==> config.mk <==
export PLATFORM = sky130hd
export DESIGN_NAME = hbc_cell
export DESIGN_NICKNAME = d
export VERILOG_FILES = /design/src/rtl/hbc_pkg.sv /design/src/rtl/hbc_cell.sv
export SDC_FILE = /design/constraint.sdc
export NUM_CORES = 1
export LEC_CHECK = 0
export BUFFER_PORTS_ARGS = -buffer_cell sky130_fd_sc_hd__buf_2
export CORE_MARGIN = 2
export CORE_UTILIZATION = 45
export CTS_CLUSTER_DIAMETER = 150
export DETAILED_ROUTE_END_ITERATION = 10
export PLACE_DENSITY = 0.89
export SYNTH_ARGS = -nofsm -noshare
export SYNTH_HDL_FRONTEND = slang
export SYNTH_SLANG_ARGS = --single-unit
==> constraint.sdc <==
create_clock -name clk -period 2.5 [get_ports clk]
set_input_delay 0.375 -clock clk [delete_from_list [all_inputs] [get_ports clk]]
set_output_delay 0.375 -clock clk [all_outputs]
set_load 0.05 [all_outputs]
==> src/rtl/hbc_pkg.sv <==
// ----------------------------------------------------------------------------
// hbc_pkg
// Shared types and constants of the hashed block cache directory.
// ----------------------------------------------------------------------------
`default_nettype none

package hbc_pkg;

    localparam int NUM_BUFFERS_DEF = 32;
    localparam int NUM_BUCKETS_DEF = 13;
    localparam int IDX_W           = 6;    // covers the largest buffer count
    localparam int BKT_W           = 4;
    localparam int MASK_W          = 16;   // one bit per possible bucket
    localparam int REFS_W          = 6;
    localparam logic [REFS_W-1:0] REFS_MAX = '1;

    typedef enum logic [2:0] {
        ST_HIT      = 3'd0,
        ST_REUSE    = 3'd1,
        ST_STEAL    = 3'd2,
        ST_NONE     = 3'd3,
        ST_RELEASED = 3'd4
    } status_t;

    typedef enum logic [1:0] {
        UPD_INC   = 2'd0,
        UPD_CLAIM = 2'd1,
        UPD_REL   = 2'd2
    } upd_kind_t;

    typedef enum logic [2:0] {
        S_IDLE,
        S_MOD,
        S_PASS1_GO,
        S_PASS1_WAIT,
        S_PASS2_GO,
        S_PASS2_WAIT,
        S_DONE
    } state_t;

    // search word that travels down the row of cells
    typedef struct packed {
        logic              valid;
        logic [15:0]       dev;
        logic [31:0]       blk;
        logic [BKT_W-1:0]  bucket;
        logic              match_v;
        logic [IDX_W-1:0]  match_idx;
        logic              free_v;
        logic [31:0]       free_tick;
        logic [IDX_W-1:0]  free_idx;
        logic [MASK_W-1:0] free_mask;
    } pkt_t;

    // update broadcast to all cells
    typedef struct packed {
        logic             valid;
        upd_kind_t        kind;
        logic [IDX_W-1:0] idx;
        logic [15:0]      dev;
        logic [31:0]      blk;
        logic [BKT_W-1:0] home;
        logic [31:0]      tick;
    } upd_t;

endpackage

`default_nettype wire

==> src/rtl/hbc_cell.sv <==
// ----------------------------------------------------------------------------
// hbc_cell
// One buffer entry: holds its state, merges it into the passing search word.
// ----------------------------------------------------------------------------
`default_nettype none

module hbc_cell #(
    parameter int IDX         = 0,
    parameter int NUM_BUCKETS = hbc_pkg::NUM_BUCKETS_DEF
) (
    input  wire logic          clk,
    input  wire logic          rst_n,
    input  wire hbc_pkg::pkt_t pkt_in,
    input  wire hbc_pkg::upd_t upd,
    output hbc_pkg::pkt_t      pkt_out
);

    localparam logic [hbc_pkg::IDX_W-1:0] MY_IDX = hbc_pkg::IDX_W'(IDX);

    logic [15:0]                dev_reg;
    logic [31:0]                blk_reg;
    logic [hbc_pkg::REFS_W-1:0] refs_reg;
    logic [31:0]                last_reg;
    logic [hbc_pkg::BKT_W-1:0]  bkt_reg;
    hbc_pkg::pkt_t              pkt_next;
    hbc_pkg::pkt_t              pkt_reg;
    logic                       is_free;

    // merge this entry into the search word
    always_comb
    begin
        pkt_next = pkt_in;
        is_free  = (refs_reg == '0);
        if (!pkt_in.match_v && bkt_reg == pkt_in.bucket && dev_reg == pkt_in.dev &&
            blk_reg == pkt_in.blk)
        begin
            pkt_next.match_v   = 1'b1;
            pkt_next.match_idx = MY_IDX;
        end
        if (is_free && bkt_reg == pkt_in.bucket &&
            (!pkt_in.free_v || last_reg < pkt_in.free_tick))
        begin
            pkt_next.free_v    = 1'b1;
            pkt_next.free_tick = last_reg;
            pkt_next.free_idx  = MY_IDX;
        end
        if (is_free)
        begin
            pkt_next.free_mask = pkt_in.free_mask |
                                 (hbc_pkg::MASK_W'(1) << bkt_reg);
        end
    end

    // hand the word to the neighbor
    always_ff @(posedge clk or negedge rst_n)
    begin
        if (!rst_n)
        begin
            pkt_reg <= '0;
        end
        else
        begin
            pkt_reg <= pkt_next;
        end
    end

    assign pkt_out = pkt_reg;

    // apply updates addressed to this entry
    always_ff @(posedge clk or negedge rst_n)
    begin
        if (!rst_n)
        begin
            dev_reg  <= '0;
            blk_reg  <= '0;
            refs_reg <= '0;
            last_reg <= '0;
            bkt_reg  <= hbc_pkg::BKT_W'(IDX % NUM_BUCKETS);
        end
        else if (upd.valid && upd.idx == MY_IDX)
        begin
            case (upd.kind)
                hbc_pkg::UPD_INC:
                begin
                    if (refs_reg != hbc_pkg::REFS_MAX)
                    begin
                        refs_reg <= refs_reg + 1'b1;
                    end
                end
                hbc_pkg::UPD_CLAIM:
                begin
                    dev_reg  <= upd.dev;
                    blk_reg  <= upd.blk;
                    refs_reg <= hbc_pkg::REFS_W'(1);
                    bkt_reg  <= upd.home;
                end
                hbc_pkg::UPD_REL:
                begin
                    if (refs_reg != '0)
                    begin
                        refs_reg <= refs_reg - 1'b1;
                        if (refs_reg == hbc_pkg::REFS_W'(1))
                        begin
                            last_reg <= upd.tick;
                        end
                    end
                end
                default:
                begin
                end
            endcase
        end
    end

endmodule

`default_nettype wire

After elaboration in Yosys (flattened, before gate mapping):

Index checks and enable logic that the tools add are counted.

* logic and storage cells: 52
* input port bits: 210
* register bits after elaboration: 205

* shift-type cells: 1
* $lt $le $gt $ge: 1
* add/sub/neg operators: 2
* reductions and logical operators: 17
* equality and inequality tests: 9
* mux-type cells: 6
* bitwise operators: 1

Operator list (number)
* $mux 39: 1
* $eq 32x32->1: 1
* $lt 32x32->1: 1
* $pmux 6 s3: 1
* $eq 16x16->1: 1
* $mux 16: 1
* $or 16x16->16: 1
* $shl 1x4->16 const A: 1
* $logic_not 6->1: 2
* $mux 6: 2
* $reduce_and 4->1: 2
* $mux 7: 1
* $add 6x1->6 const B: 1
* $eq 6x1->1 const B: 1
* $logic_and 1x1->1: 6
* $ne 6x6->1 const B: 1
* $reduce_bool 6->1: 1
* $sub 6x1->6 const B: 1
* $eq 4x4->1: 1
* $ne 2x2->1 const B: 2
* $reduce_bool 3->1: 1
* $eq 2x1->1 const B: 1
* $eq 2x2->1 const B: 1
* $logic_not 1->1: 2
* 3 further kinds: 3

Logic depth before layout (Yosys ltp):

* depth in word-level cells: 5
* gate-level depth with buffers: 10
* gate-level depth less buffers: 8

Worst setup path before layout:

OpenSTA, ideal clock, no wires.

* path kind: input-to-reg
* start point: input pkt_in[43] (netlist bit)
* end point: register pkt_reg, in the netlist pkt_out[40]
* path buffers: 2
* library setup time: 0.125 ns
* data required time: 2.375 ns
* arrival: 2.261 ns
* path slack: 0.114 ns
* cell stages on the path: 10
* cell sequence: inv_1 > ha_1 > a21oi_1 > o21ai_0 > a22o_1 > o31a_1 > a311oi_2 > buf_6 > buf_6 > mux2_4

RTL lines
* start: declaration: line hbc_cell.sv:13 `input wire hbc_pkg::pkt_t pkt_in,`
* end signal: assignment: line hbc_cell.sv:63 `pkt_reg <= pkt_next;`
* end: declaration: line hbc_cell.sv:26 `hbc_pkg::pkt_t pkt_reg;`

==> flow_summary_export.csv <==
group,metric,value,unit
run_status,status,"finished with violations",
run_status,violations,"setup timing",
min_path,holdCritPathClass,"input pin to flip-flop",
power,clockPowerShare,0.414,
power,power_frac_comb,0.141,
synthesis,netlist_area,8650,µm²
clocking,cts_made_buffers,23,
setup_path,rrSetupSlack,-20,ps
synthesis,syn_nets,886,
setup_path,slowest_delay,400,ps
final_layout,seq_area,5130,µm²
job,maxCapViolCount,0,
clocking,insertion_delay,510,ps
setup_path,critPathSlowestCell,"dfrtp_1",
floorplan,dieHeight,143,µm
setup_path,arrival,2900,ps
floorplan,coreArea,18800,µm²
synthesis,synthCells,637,
timing,finClkSkew,12.9,ps
final_layout,fin_cells,1290,
timing,slew_headroom,0.612,
synthesis,synth-seq-cells,205,
power,p_sw_frac,0.272,
final_layout,multi_input_area,3390,µm²
timing,rsz0062_at_grt,"yes",
clocking,clockBufferDepth,3,
detailed_routing,final_antenna_net_count,0,
synthesis,synth_edf_count,0,
final_layout,postLayoutCoreUtil,0.646,
synthesis,seq_area_frac_synth,0.593,
min_path,hp-start,"pkt_in[111]",
setup_path,required,2880,ps
synthesis,ys.flop_type,"dfrtp_1",
clocking,root_buffer,"clkbuf_16",
setup_path,r2r-start,"last_reg[19]",
power,switching_power,2160,µW
place,io_buffers,324,
detailed_routing,finalWirelength,26900,µm
floorplan,num_io_pins,325,
setup_path,path_cells,"ha_1 > nand2_1 > o21ai_1 > a22o_1 > o31a_1 > a311oi_4 > buf_6 > clkbuf_16 > mux2_4",
timing,finalSetupTns,-22.6,ps
min_path,whs_path_depth,1,
detailed_routing,routedWlPerCell,20.9,µm
setup_path,endpoint_kind,"flip-flop",
power,total_power,7960,µW
floorplan,die-area,20300,µm²
final_layout,drive_above_1_share,0.505,
timing,hold_violations,0,
setup_path,worst_setup_path_start_kind,"flip-flop",
place,dp_cells,1204,
clocking,htreeDepth,1,
detailed_routing,drc,0,
timing,fmax,396,MHz
timing,tightest_slew,578,ps
timing,period_needed,2520,ps
global_routing,grt_pass1_wl,38300,µm
min_path,min_to,"pkt_out[111]",
global_routing,grt_max_degree,62,
timing,fin_crit_sh,1.01,
detailed_routing,drtPass1Iterations,4,
final_layout,fin_nets,1288,
detailed_routing,drt_iter0_markers,317,
global_routing,track_usage,0.246,
floorplan,num_rows,50,
setup_path,cp_max_fo,5,
power,p_seq_frac,0.444,
synthesis,muxShareOfSynthArea,0.158,
synthesis,synth_top_family_by_area,"multiplexers",
synthesis,synthArstFlopShare,1.00,
power,p_int,5800,µW
synthesis,synth.distinct_cells,46,
power,peakVddDrop,0.541,mV
clocking,tritoncts,"done",
synthesis,syn_avg_cell_area,13.6,µm²
power,p_per_area,656,nW/µm²
place,place_area,10700,µm²
global_routing,antenna_found_initial,3,
synthesis,synth_warnings,0,
clocking,cts.clk_slew.worst_paths,60,ps
setup_path,worstRegToRegCells,9,
final_layout,largest_reg_flops,115,
place,dp_hpwl,17700,µm
setup_path,crit_type,"flip-flop to flip-flop",
synthesis,synth_compound_area_frac,0.0576,
synthesis,synth_fa_ha_area_frac,0.0564,
final_layout,syn_to_final_growth,40.2,%
place,globalplace.congestion,0.874,
timing,slew_viol_final,0,
global_routing,grt_pass1_vias,7242,
synthesis,yosys.area_share.xor_xnor,0.0405,
setup_path,path_buf_inv,2,
synthesis,yosys.area_share.simple,0.0615,
floorplan,start_util,0.461,
timing,layout_setup_ws,-22.6,ps
global_routing,grt_overflow_total,0,
setup_path,r2r-end,"pkt_out[52]",
detailed_routing,vias_per_cell,5.33,
final_layout,fill_cells,1286,
clocking,cts.sinks,205,
timing,setup_viol,1,
power,p_leak,0.00629,µW
setup_path,path_delay_family,"compound AO/OA/AOI/OAI gates",
final_layout,fin_area,12100,µm²
floorplan,die_w,143,µm
detailed_routing,num_vias,6882,
-- what timing repair did --
action                                 CTS  global route
setup buffers                            2             2
endpoints found under the hold margin   83             4
setup endpoints to repair               32            44
pin swaps                                1             7
gates cloned                             1             2
gates resized for setup                  4            19
hold buffers                            33             4
-- per-stage QoR --
step                      hold slack (ps)  setup WS [ps]
after floorplan                      79.4            114
after global placement                371           -111
after detailed placement              374           -178
after CTS                           0.277           19.6
after global routing                -8.48          -68.5
final                                11.8          -22.6
-- kinds of logic (layout without fill, tap and decap cells) --
| kind of cell | after synthesis | in the layout |
|---|---|---|
| compound gates | 76 | 76 |
| fa+ha+maj | 39 | 39 |
| other cells | 0 | 2 |
| buf+inv | 66 | 483 |
| flops | 205 | 205 |
| simple gates | 94 | 94 |
| mux | 117 | 117 |
| xor+xnor | 40 | 40 |
-- worst max path at each step --
| stage | from | to | slack (ps) | depth (start not counted) |
|---|---|---|---|---|
| after detailed placement | pkt_in[45] | pkt_out[43] | -180 | 10 |
| after global routing | last_reg[7] | pkt_out[52] | -70 | 10 |
| after floorplan | pkt_in[43] | pkt_out[40] | 110 | 10 |
| after global placement | pkt_in[45] | pkt_out[49] | -110 | 10 |
| after CTS | last_reg[23] | pkt_out[38] | 20 | 9 |
| final | last_reg[19] | pkt_out[52] | -20 | 9 |
-- power by group through the flow --
stage | registers [µW] | logic (µW) | clock network (µW)
floorplan | 3920 | 241 | 0
global placement | 3580 | 1010 | 0
detailed placement | 3590 | 1040 | 0
CTS | 3530 | 1090 | 3320
global route | 3550 | 1190 | 3490
finish | 3540 | 1120 | 3300
-- routing by layer --
layer  share of wire  GRT usage
met2            0.51      0.438
met4           0.049      0.101
met3           0.081     0.0607
met5         0.00052          0
met1            0.36      0.283
-- synthesized netlist by cell type, types with 2 or more instances --
| cell | count | area share |
|---|---|---|
| buf_1 | 3 | 0.0013 |
| a22o_1 | 2 | 0.0020 |
| xor2_1 | 28 | 0.028 |
| nand4_1 | 10 | 0.0072 |
| mux2_4 | 14 | 0.024 |
| nand2_1 | 23 | 0.010 |
| or3_1 | 2 | 0.0014 |
| nor4_1 | 10 | 0.0072 |
| nand4b_1 | 2 | 0.0020 |
| nand2b_1 | 4 | 0.0029 |
| ha_1 | 39 | 0.056 |
| o21ai_0 | 14 | 0.0081 |
| a21oi_1 | 19 | 0.011 |
| mux2_2 | 99 | 0.13 |
| inv_1 | 50 | 0.022 |
| o22ai_1 | 6 | 0.0043 |
| a22oi_1 | 2 | 0.0017 |
| nor3_1 | 2 | 0.0012 |
| o31ai_1 | 4 | 0.0035 |
| nor4_2 | 3 | 0.0043 |
| nand3_1 | 8 | 0.0046 |
| and2_1 | 6 | 0.0043 |
| xnor2_1 | 12 | 0.012 |
| buf_6 | 3 | 0.0039 |
| nor2b_1 | 10 | 0.0072 |
| dfrtp_1 | 205 | 0.59 |
| nor2_1 | 8 | 0.0035 |
| o21bai_1 | 12 | 0.010 |
| and3_1 | 3 | 0.0022 |
| a31o_2 | 4 | 0.0041 |
| clkbuf_1 | 4 | 0.0017 |
| a31oi_1 | 3 | 0.0022 |
| buf_2 | 6 | 0.0035 |
| mux2_1 | 4 | 0.0052 |
| or4b_1 | 2 | 0.0023 |
-- final cells by class --
class,count,share of cell area
Sequential cell,205,0.423
Multi-Input combinational cell,366,0.280
Timing Repair Buffer,393,0.196
Clock buffer,30,0.0538
Tap cell,234,0.0242
Inverter,50,0.0155
Clock inverter,10,0.00702
Antenna cell,2,0.000413
-- cell usage in the layout, fill, tap and decap left out, types with 7 or more instances in the layout --
cell and count:
buf_2 323, dfrtp_1 205, mux2_2 99, inv_1 50
dlygate4sd3_1 37, ha_1 31, xor2_1 28, clkbuf_16 25
nand2_1 22, buf_4 21, a21oi_1 17, mux2_4 14
o21ai_0 13, xnor2_1 12, o21bai_1 12, nor2b_1 10
nand4_1 10, nor2_1 8, ha_4 8, nand3_1 7
nor4_1 7
No activity file was read; power rests on OpenSTA's default activity.
